--- config.mk ---
export PLATFORM = sky130hd
export DESIGN_NAME = tcw_divmod
export DESIGN_NICKNAME = d
export VERILOG_FILES = /design/src/rtl/text_console_writer_unit_macros.svh /design/src/rtl/tcw_pkg.sv /design/src/rtl/tcw_divmod.sv
export SDC_FILE = /design/constraint.sdc
export NUM_CORES = 1
export LEC_CHECK = 0
export ABC_AREA = 1
export BUFFER_PORTS_ARGS = -buffer_cell sky130_fd_sc_hd__buf_2
export CAP_MARGIN = 40
export CORE_MARGIN = 4
export CORE_UTILIZATION = 45
export CTS_CLUSTER_SIZE = 30
export DETAILED_ROUTE_END_ITERATION = 7
export PLACE_DENSITY = 0.67
export SYNTH_ARGS = -nofsm -noshare
export SYNTH_HDL_FRONTEND = slang
export SYNTH_SLANG_ARGS = --single-unit
export TNS_END_PERCENT = 20
--- constraint.sdc ---
create_clock -name clk -period 3.9 [get_ports clk]
set_input_delay 0.585 -clock clk [delete_from_list [all_inputs] [get_ports clk]]
set_output_delay 0.585 -clock clk [all_outputs]
set_load 0.03 [all_outputs]
--- src/rtl/text_console_writer_unit_macros.svh ---
// Assertion macros for the text console writer.
// Used by the top level; each macro expects clk and rst_n in scope.
`ifndef TEXT_CONSOLE_WRITER_UNIT_MACROS_SVH
`define TEXT_CONSOLE_WRITER_UNIT_MACROS_SVH

// The consequent must hold in the same cycle as the antecedent.
`define TCW_ASSERT_SAME(label, ante, cons, msg) \
    label: assert property (@(posedge clk) disable iff (!rst_n) (ante) |-> (cons)) \
        else $error(msg);

// The consequent must hold in the cycle after the antecedent.
`define TCW_ASSERT_NEXT(label, ante, cons, msg) \
    label: assert property (@(posedge clk) disable iff (!rst_n) (ante) |=> (cons)) \
        else $error(msg);

`endif

--- src/rtl/tcw_pkg.sv ---
// Shared constants, codes and types of the text console writer.
// No dependencies; imported by tcw_divmod, text_console_writer_unit, console_checker and tb_top.
package tcw_pkg;

    // Screen geometry.
    localparam int COLUMNS    = 80;
    localparam int CELLS      = 2000;
    localparam int TAB_STOP   = 8;
    localparam int MOVE_CELLS = CELLS - COLUMNS;

    // Widths: cursor holds 0..CELLS, a cell address 0..CELLS-1.
    localparam int CW   = $clog2(CELLS + 1);
    localparam int AW   = $clog2(CELLS);
    localparam int COLW = $clog2(COLUMNS);
    localparam int TW   = $clog2(TAB_STOP);

    // Reciprocals for remainder by constant; quotient is exact or one low.
    localparam int COL_RECIP = (1 << CW) / COLUMNS;
    localparam int TAB_RECIP = (1 << CW) / TAB_STOP;

    // Cell words.
    localparam logic [15:0] CURSOR_WORD = 16'hF000;
    localparam logic [15:0] BLANK_WORD  = 16'h0000;
    localparam logic [15:0] CLEAR_WORD  = 16'h0F20;

    // Control characters.
    localparam logic [7:0] CH_BS  = 8'd8;
    localparam logic [7:0] CH_TAB = 8'd9;
    localparam logic [7:0] CH_NL  = 8'd10;

    // Command codes.
    localparam logic [1:0] CMD_PUT   = 2'd0;
    localparam logic [1:0] CMD_CLEAR = 2'd1;
    localparam logic [1:0] CMD_READ  = 2'd2;
    localparam logic [1:0] CMD_NOP   = 2'd3;

    // Sequencer states.
    typedef enum logic [3:0] {
        ST_INIT,
        ST_IDLE,
        ST_MOD,
        ST_CTRL,
        ST_SCROLL,
        ST_ZERO,
        ST_WRITE_CH,
        ST_PAINT,
        ST_FILL,
        ST_READ
    } state_t;

    // Cursor column and position within the current tab stop.
    typedef struct packed {
        logic [COLW-1:0] col;
        logic [TW-1:0]   trem;
    } cursor_mods_t;

endpackage

--- src/rtl/tcw_divmod.sv ---
// Two-stage remainder unit: cursor mod COLUMNS and cursor mod TAB_STOP.
// Depends on tcw_pkg. The input and quotient estimates are registered, then the remainders.
module tcw_divmod (
    input  logic                    clk,
    input  logic [tcw_pkg::CW-1:0]  value,
    output tcw_pkg::cursor_mods_t   mods
);
    import tcw_pkg::*;

    logic [2*CW-1:0] prod_col;
    logic [2*CW-1:0] prod_tab;
    logic [CW-1:0]   value_reg;
    logic [CW-1:0]   qcol_reg;
    logic [CW-1:0]   qtab_reg;
    logic [CW-1:0]   rcol_raw;
    logic [CW-1:0]   rtab_raw;
    logic [CW-1:0]   rcol;
    logic [CW-1:0]   rtab;
    cursor_mods_t    mods_reg;
    cursor_mods_t    mods_next;

    // First stage: estimate quotients by multiplying with the reciprocals.
    assign prod_col = (2*CW)'(value) * (2*CW)'(COL_RECIP);
    assign prod_tab = (2*CW)'(value) * (2*CW)'(TAB_RECIP);

    // Second stage: remainder from the estimate, with one correction step.
    always_comb
    begin
        rcol_raw = value_reg - qcol_reg * CW'(COLUMNS);
        rtab_raw = value_reg - qtab_reg * CW'(TAB_STOP);
        rcol     = (rcol_raw >= CW'(COLUMNS)) ? rcol_raw - CW'(COLUMNS) : rcol_raw;
        rtab     = (rtab_raw >= CW'(TAB_STOP)) ? rtab_raw - CW'(TAB_STOP) : rtab_raw;
        mods_next.col  = rcol[COLW-1:0];
        mods_next.trem = rtab[TW-1:0];
    end

    always_ff @(posedge clk)
    begin
        value_reg <= value;
        qcol_reg  <= prod_col[2*CW-1:CW];
        qtab_reg  <= prod_tab[2*CW-1:CW];
        mods_reg  <= mods_next;
    end

    assign mods = mods_reg;

endmodule

==> results of run 1 <==
==> worst max-delay path, cell delays in order <==
cell      delay, ns
buf_2          0.13
ha_1           0.30
ha_1           0.28
inv_1          0.05
fa_1           0.50
inv_1          0.05
ha_1           0.32
a21o_1         0.20
o21bai_1       0.17
nand2_1        0.10
nand3_1        0.08
nand2_1        0.07
nand2_1        0.04
==> metal layers <==
layer	GRT usage	vias to the layer above	share of wire
met3	0.0141	2	0.013
met2	0.254	10	0.50
met4	0.0362	0	0.0072
li1	-	931	-
met5	0	-	0
met1	0.161	758	0.48
==> worst paths after layout <==
path / slack (ns) / endpoint
setup / recovery: 1.19 / qcol_reg[4]
setup reg to reg: 1.32 / mods[8]
hold / removal: 0.35 / mods[5]
hold reg to reg: 0.35 / mods[5]
==> cell usage in the layout, fill, tap and decap left out <==
| cell type | synthesis | final |
|---|---|---|
| nand2_1 | 68 | 68 |
| inv_1 | 59 | 59 |
| ha_1 | 50 | 50 |
| nand3_1 | 23 | 23 |
| dfxtp_1 | 23 | 23 |
| buf_2 | 0 | 21 |
| nor2_1 | 12 | 12 |
| a21oi_1 | 8 | 8 |
| fa_1 | 7 | 7 |
| o21ai_0 | 5 | 5 |
| nand4_1 | 5 | 5 |
| xor2_1 | 5 | 5 |
| clkbuf_8 | 0 | 3 |
| a21o_1 | 2 | 2 |
| xnor2_1 | 2 | 2 |
| nand2_2 | 2 | 2 |
| nor2_2 | 2 | 2 |
| o21bai_1 | 1 | 1 |
| nor3_1 | 1 | 1 |
| a31oi_1 | 1 | 1 |
| inv_2 | 1 | 1 |
| or2_1 | 1 | 1 |
| nand3_2 | 1 | 1 |
| clkinv_2 | 0 | 1 |
==> logic make-up after synthesis <==
kind of cell | Yosys count | synth area share
and+or+nand+nor | 115 | 0.232
buffers and inverters | 63 | 0.117
adders and majority gates | 57 | 0.361
DFF | 23 | 0.217
AOI/OAI and AO/OA | 17 | 0.0442
xor gates and xnor gates | 7 | 0.0289
==> where the power goes <==
part           switching [mW]  total, mW  internal [mW]
registers              0.0234      0.309          0.286
logic                   0.728       1.17          0.439
clock network          0.0700      0.141         0.0711
total                   0.822       1.62          0.796
==> stage by stage <==
stage	hold WS (ns)	instances	cell area [um2]	util
after floorplan	0.331	282	2120	-
after global placement	0.338	352	2270	0.511
after detailed placement	0.341	352	2270	0.511
after CTS	0.357	356	2320	0.521
after global routing	0.367	356	2320	0.521
final	0.355	356	2320	0.521
==> area by class of cell <==
class                           count  share of cell area
Multi-Input combinational cell    196               0.610
Sequential cell                    23               0.199
Inverter                           60              0.0972
Timing Repair Buffer               21              0.0454
Tap cell                           52              0.0281
Clock buffer                        3              0.0178
Clock inverter                      1             0.00216
==> summary.md, run 1 <==
| Metric | Value |
|---|---|
| Run status | complete, no violations |
| Element type at the critical path end | flop |
| Pre-antenna DRT Iters | 4 |
| Clock root buffer | clkbuf_8 |
| Post-route ant nets | 0 |
| Power density relative to cell area | 699 nW/um2 |
| Post-synth EDFFs | 0 |
| DRC violations left | 0 |
| Worst min-delay path startpoint | value_reg[2] |
| Timing startpoint of the critical path | value[6] |
| Final Critical Period | 2.71 ns |
| Worst Path Class, Setup | input pin to flop |
| Number of clock sinks seen by CTS | 23 |
| Avg Synthesized Cell Area | 7.52 um2 |
| Maximum number of pins on one net before global-route repair | 14 |
| FF-to-FF Start | qcol_reg[3] |
| Crit path launch type | input pin |
| Number of placed I/O pins | 22 |
| Placement row count | 24 |
| Synth cell count leaders | 68 x nand2_1, 59 x inv_1, 50 x ha_1 |
| Weighted congestion reported at the end of routability-driven placement | 0.878 |
| Tot Pwr | 1.62 mW |
| Initial core utilization | 0.477 |
| Per-cell via count in the routed design | 4.78 |
| HPWL reported at the end of detailed placement | 3350 um |
| Count of instances resized after the clock tree is built | 0 |
| # H-tree levels | 1 |
| Proportion of register bits with asynchronous set or reset after synthesis | 0 |
| Count of cells along the worst hold path | 0 |
| Inserted Diodes | 0 |
| Setup Skew | 0.00354 ns |
| Top cell type's share of synthesized area | 0.295 |
| Final-report setup violation count | 0 |
| Number of antenna violations at the first check in global routing | 0 |
| Number of instances in the synthesized netlist | 282 |
| Number of register bits inferred by synthesis | 23 |
| Die boundary width | 76.7 um |
| Highest net fanout along the worst path | 4 |
| Vertical extent of the die | 76.7 um |
| Critical Path AT | 2.87 ns |
| Multi-input combinational cell area | 1410 um2 |
| Full die area | 5880 um2 |
| Area of the core | 4440 um2 |
| Wire length of the first global-routing pass | 6750 um |
| Final-layout fill cell count | 428 |
| Syn Std Cell Area | 2120 um2 |
| Setup TNS | 0 ns |
| R2r worst-path depth | 16 |
| Unrepaired setup endpoints after global routing | no |
| Syn nets | 351 |
| Worst relative slew slack | 0.773 |
| Starting DRT DRC Count | 52 |
| Per-cell routed wire length | 10.5 um |
| Number of pins with negative max-slew slack in the final report | 0 |
| Transition time of the tightest slew-check pin | 0.338 ns |
| Number of nets in the final layout | 374 |
| Synth warn | 0 |
| Share of final-layout standard cells stronger than drive strength 1 | 0.102 |
| Top flip-flop cell by instance count after synthesis | dfxtp_1 |
| TritonCTS clock tree | built |
| All-Layer GR Usage | 0.135 |
| Largest cells by area after synthesis | ha_1 29%, dfxtp_1 22%, nand2_1 12%, inv_1 10%, fa_1 6.6% |
| Number of buffers created by CTS | 3 |
| Final Hold Violating Endpoints | 0 |
| Max Fclk | 369 MHz |
| Port Buffers | 21 |
| Number of buffers inserted by post-CTS setup repair | 0 |
| Vias in the first global route | 1653 |
| Most repeated cell in the gate-level netlist after synthesis | nand2_1 |
| Number of flip-flops in the largest register | 11 |
| Register Area | 460 um2 |
| Peak VDD IR | 264 uV |
| Leakage power of the design | 1.41 nW |
| Insertion delay to the later sink of the worst-skew pair | 0.26 ns |
| Worst hold-check path type | flop to flop |
| Share of the cycle needed by the critical path after routing | 0.695 |
| Maximum clock insertion buffer count | 2 |
| Worst setup slack after layout | 1.19 ns |
| Sequential-to-total area share from yosys stat | 0.217 |
| Routed vias | 1701 |
| Unique cell type count in the Yosys netlist | 22 |
| Library cell occupying the most area in the post-synthesis netlist | ha_1 |
| Number of max-cap violations | 0 |
| Global route total overflow | 0 |
| Dpl ws | 0.922 ns |
| Clock edge transition at the registers on the reported setup and hold paths | 0.08 ns |
| Crit path required time | 4.06 ns |
| Number of buffers inserted for hold repair after clock tree synthesis | 0 |
| Layout overhead on the synthesized area | 9.14% |
| Total Routed Length | 3730 um |
Note: power is estimated with default switching activity, not from simulation.
==> inputs of run 2 (changes only) <==
ABC_AREA = 0   (was 1)
clock period = 2.6 ns   (was 3.9 ns; I/O delays follow)
==> summary.md, run 2 <==
| Metric | Value |
|---|---|
| Vias in the first global route | 1447 (-12%) |
| Unrepaired setup endpoints after global routing | yes |
| Layout overhead on the synthesized area | 22.1% |
| Routed vias | 1310 (-23%) |
| Critical R2R Capture | mods[7] |
| Number of antenna violations at the first check in global routing | 0 (unchanged) |
| R2r worst-path depth | 10 (-6) |
| Most common cell after layout, fill and taps aside | ha_1 |
| Weighted congestion reported at the end of routability-driven placement | 0.792 (-9.8%) |
| Top cell type's share of synthesized area | 0.342 (+0.0470) |
| Area of the core | 3800 um2 (-15%) |
| Placed Instances | 262 (-26%) |
| Run status | finished with violations |
| Element type at the critical path end | flop |
| Setup Skew | 0.00282 ns (-0.000717 ns) |
| Register-to-Register Setup Slack | -0.006 ns (-1.33 ns) |
| Number of max-cap violations | 0 (unchanged) |
| Library cell occupying the most area in the post-synthesis netlist | ha_1 |
| Vertical extent of the die | 71.8 um (-6.4%) |
| Post-synth EDFFs | 0 (unchanged) |
| Setup TNS | -0.00588 ns (-0.00588 ns) |
| # H-tree levels | 1 (unchanged) |
| Initial core utilization | 0.482 (+0.00441) |
| Maximum clock insertion buffer count | 2 (unchanged) |
| Crit path launch type | flop |
| Worst setup slack after layout | -0.00588 ns (-1.20 ns) |
| Final Critical Period | 2.61 ns |
| Violations in the final reports | setup timing |
| Syn nets | 249 (-29%) |
| Per-cell routed wire length | 12.6 um (+20%) |
| Top flip-flop cell by instance count after synthesis | dfxtp_1 |
| Final-report setup violation count | 1 (+1) |
| Placement row count | 22 (-8.3%) |
| Insertion delay to the later sink of the worst-skew pair | 0.25 ns (about the same) |
| Wire length of the first global-routing pass | 5890 um (-13%) |
| Port Buffers | 21 (unchanged) |
| Worst relative slew slack | 0.777 (+0.00455) |
| Filler-free cell count of the finished design | 266 (-25%) |
| Most repeated cell in the gate-level netlist after synthesis | ha_1 |
| Worst Path Class, Setup | flop to flop |
| Sequential-to-total area share from yosys stat | 0.252 (+0.0346) |
| Transition time of the tightest slew-check pin | 0.333 ns (-0.00439 ns) |
| Full die area | 5150 um2 (-12%) |
| Number of instances in the synthesized netlist | 180 (-36%) |
| Finished Core Util | 0.588 (+0.0672) |
| Number of pins with negative max-slew slack in the final report | 0 (unchanged) |
| Unique cell type count in the Yosys netlist | 28 (+27%) |
| Total Routed Length | 3350 um (-10%) |
| Clock edge transition at the registers on the reported setup and hold paths | 0.08 ns (about the same) |
| Highest-count cells in the layout ignoring fill and taps | 46 x ha_1, 33 x inv_1, 23 x dfxtp_1 |
| Timing startpoint of the critical path | qcol_reg[1] |
| Number of placed I/O pins | 22 (unchanged) |
| Number of flip-flops in the largest register | 11 (unchanged) |
| Largest cells by area after synthesis | ha_1 34%, dfxtp_1 25%, fa_1 7.7%, inv_1 7.0%, xnor2_1 4.3% |
| Share of final-layout standard cells stronger than drive strength 1 | 0.275 (+0.173) |
| Worst setup endpoint | mods[7] |
| Max Fclk | 384 MHz |
| Number of clock sinks seen by CTS | 23 (unchanged) |
| Maximum number of pins on one net before global-route repair | 14 (unchanged) |
| Share of the cycle needed by the critical path after routing | 1.00 |
| Final Hold Violating Endpoints | 0 (unchanged) |
| Clock root buffer | clkbuf_8 |
| Dpl ws | -0.298 ns (-1.22 ns) |
| Crit path required time | 2.75 ns (-1.31 ns) |
| Post-route ant nets | 0 (unchanged) |
| FF-to-FF Start | qcol_reg[1] |
| Tot Pwr | 2.32 mW (+43%) |
| Inserted Diodes | 0 (unchanged) |
| Count of cells along the worst hold path | 1 (+1) |
| Number of register bits inferred by synthesis | 23 (unchanged) |
| DRC violations left | 0 (unchanged) |
| Power density relative to cell area | 1040 nW/um2 (+49%) |
| Syn Std Cell Area | 1830 um2 (-14%) |
| Proportion of register bits with asynchronous set or reset after synthesis | 0 (unchanged) |
| Critical Path AT | 2.75 ns (-0.12 ns) |
| All-Layer GR Usage | 0.143 (+0.00796) |
| Leakage power of the design | 1.19 nW (-15%) |
| Starting DRT DRC Count | 12 (-77%) |
| Global route total overflow | 0 (unchanged) |
| Per-cell via count in the routed design | 4.92 (+3.1%) |
| Number of nets in the final layout | 288 (-23%) |
| Avg Synthesized Cell Area | 10.2 um2 (+35%) |
| Synth cell count leaders | 50 x ha_1, 34 x inv_1, 23 x dfxtp_1 |
| Worst hold-check path type | input pin to flop |
| Number of buffers created by CTS | 3 (unchanged) |
| Peak VDD IR | 482 uV (+82%) |
| TritonCTS clock tree | built |
| Pre-antenna DRT Iters | 4 (unchanged) |
| Highest net fanout along the worst path | 3 (-1) |
| HPWL reported at the end of detailed placement | 3090 um (-7.8%) |
| Die boundary width | 71.8 um (-6.4%) |
| Synth warn | 0 (unchanged) |
run 2: changes by cell type in the layout (fill, tap and decap cells not counted), sizes merged, moves of 2 or more:
cell / delta
a21o: +3
a21oi: +4
a31oi: +2
buf: +16
inv: -26
nand2: -66
nand3: -21
nand4: -5
nor2: -12
o21ai: -2
o21bai: +2
o22ai: +2
xnor2: +7
run 2: how the worst min path moves through the flow:
stage,startpoint,end,slack [ns]
detailed placement,value_reg[3],mods[6],0.34
global placement,value_reg[2],mods[5],0.34
floorplan,value_reg[0],mods[0],0.33
CTS,value[2],value_reg[2],0.27
global route,value[2],value_reg[2],0.27
finish,value[2],value_reg[2],0.27
run 2: repair_timing:
action                                 4_1_cts  5_1_grt
hold buffers                                 0        0
setup buffers                                0        0
endpoints found under the hold margin        0        0
gates resized for setup                      1        2
setup endpoints to repair                    4        7
pin swaps                                    2        5
run 2: cell type report:
| cell class | count | area, um2 |
|---|---|---|
| fillers | 334 | 1560 |
| inverters | 34 | 128 |
| repair buffers | 37 | 225 |
| multi-input cells | 120 | 1320 |
| clock inverters | 1 | 5.00 |
| well taps | 48 | 60.1 |
| flip-flops and latches | 23 | 460 |
| clock buffers | 3 | 41.3 |
run 2: layer usage:
metal / GRT usage / up-vias / wire, um
met4: 0.0501 / 0 / 40
met1: 0.150 / 617 / 1390
met5: 0 / - / 0
met3: 0.0126 / 2 / 39
met2: 0.290 / 10 / 1880
li1: - / 681 / -
run 2: logic make-up (layout without fill, tap and decap cells):
logic type,count (synthesis),count (layout),synth area share
adders and majority gates,57,57,0.418
AOI/OAI and AO/OA,32,32,0.128
muxes,1,1,0.00547
DFF,23,23,0.252
buffers and inverters,37,75,0.0820
and+or+nand+nor,15,15,0.0424
xor gates and xnor gates,15,15,0.0718
run 2: power by group:
group | internal, mW | switching [mW] | total [mW]
combinational | 0.773 | 0.872 | 1.64
sequential | 0.433 | 0.0342 | 0.468
clock | 0.107 | 0.102 | 0.209
run 2: worst max-delay path: stages, from the launching register on:
cell and delay [ns]:
dfxtp_1 0.33, ha_1 0.30, ha_1 0.21, inv_1 0.07, fa_1 0.41, ha_1 0.22
or2_2 0.27, o22ai_1 0.14, xor2_1 0.23, nand3_1 0.18, xnor2_1 0.16
run 2: metrics by stage:
step	area, um2	hold slack, ns
finish	2230	0.273
global route	2230	0.270
CTS	2210	0.267
detailed placement	2160	0.344
global placement	2160	0.336
floorplan	1890	0.331
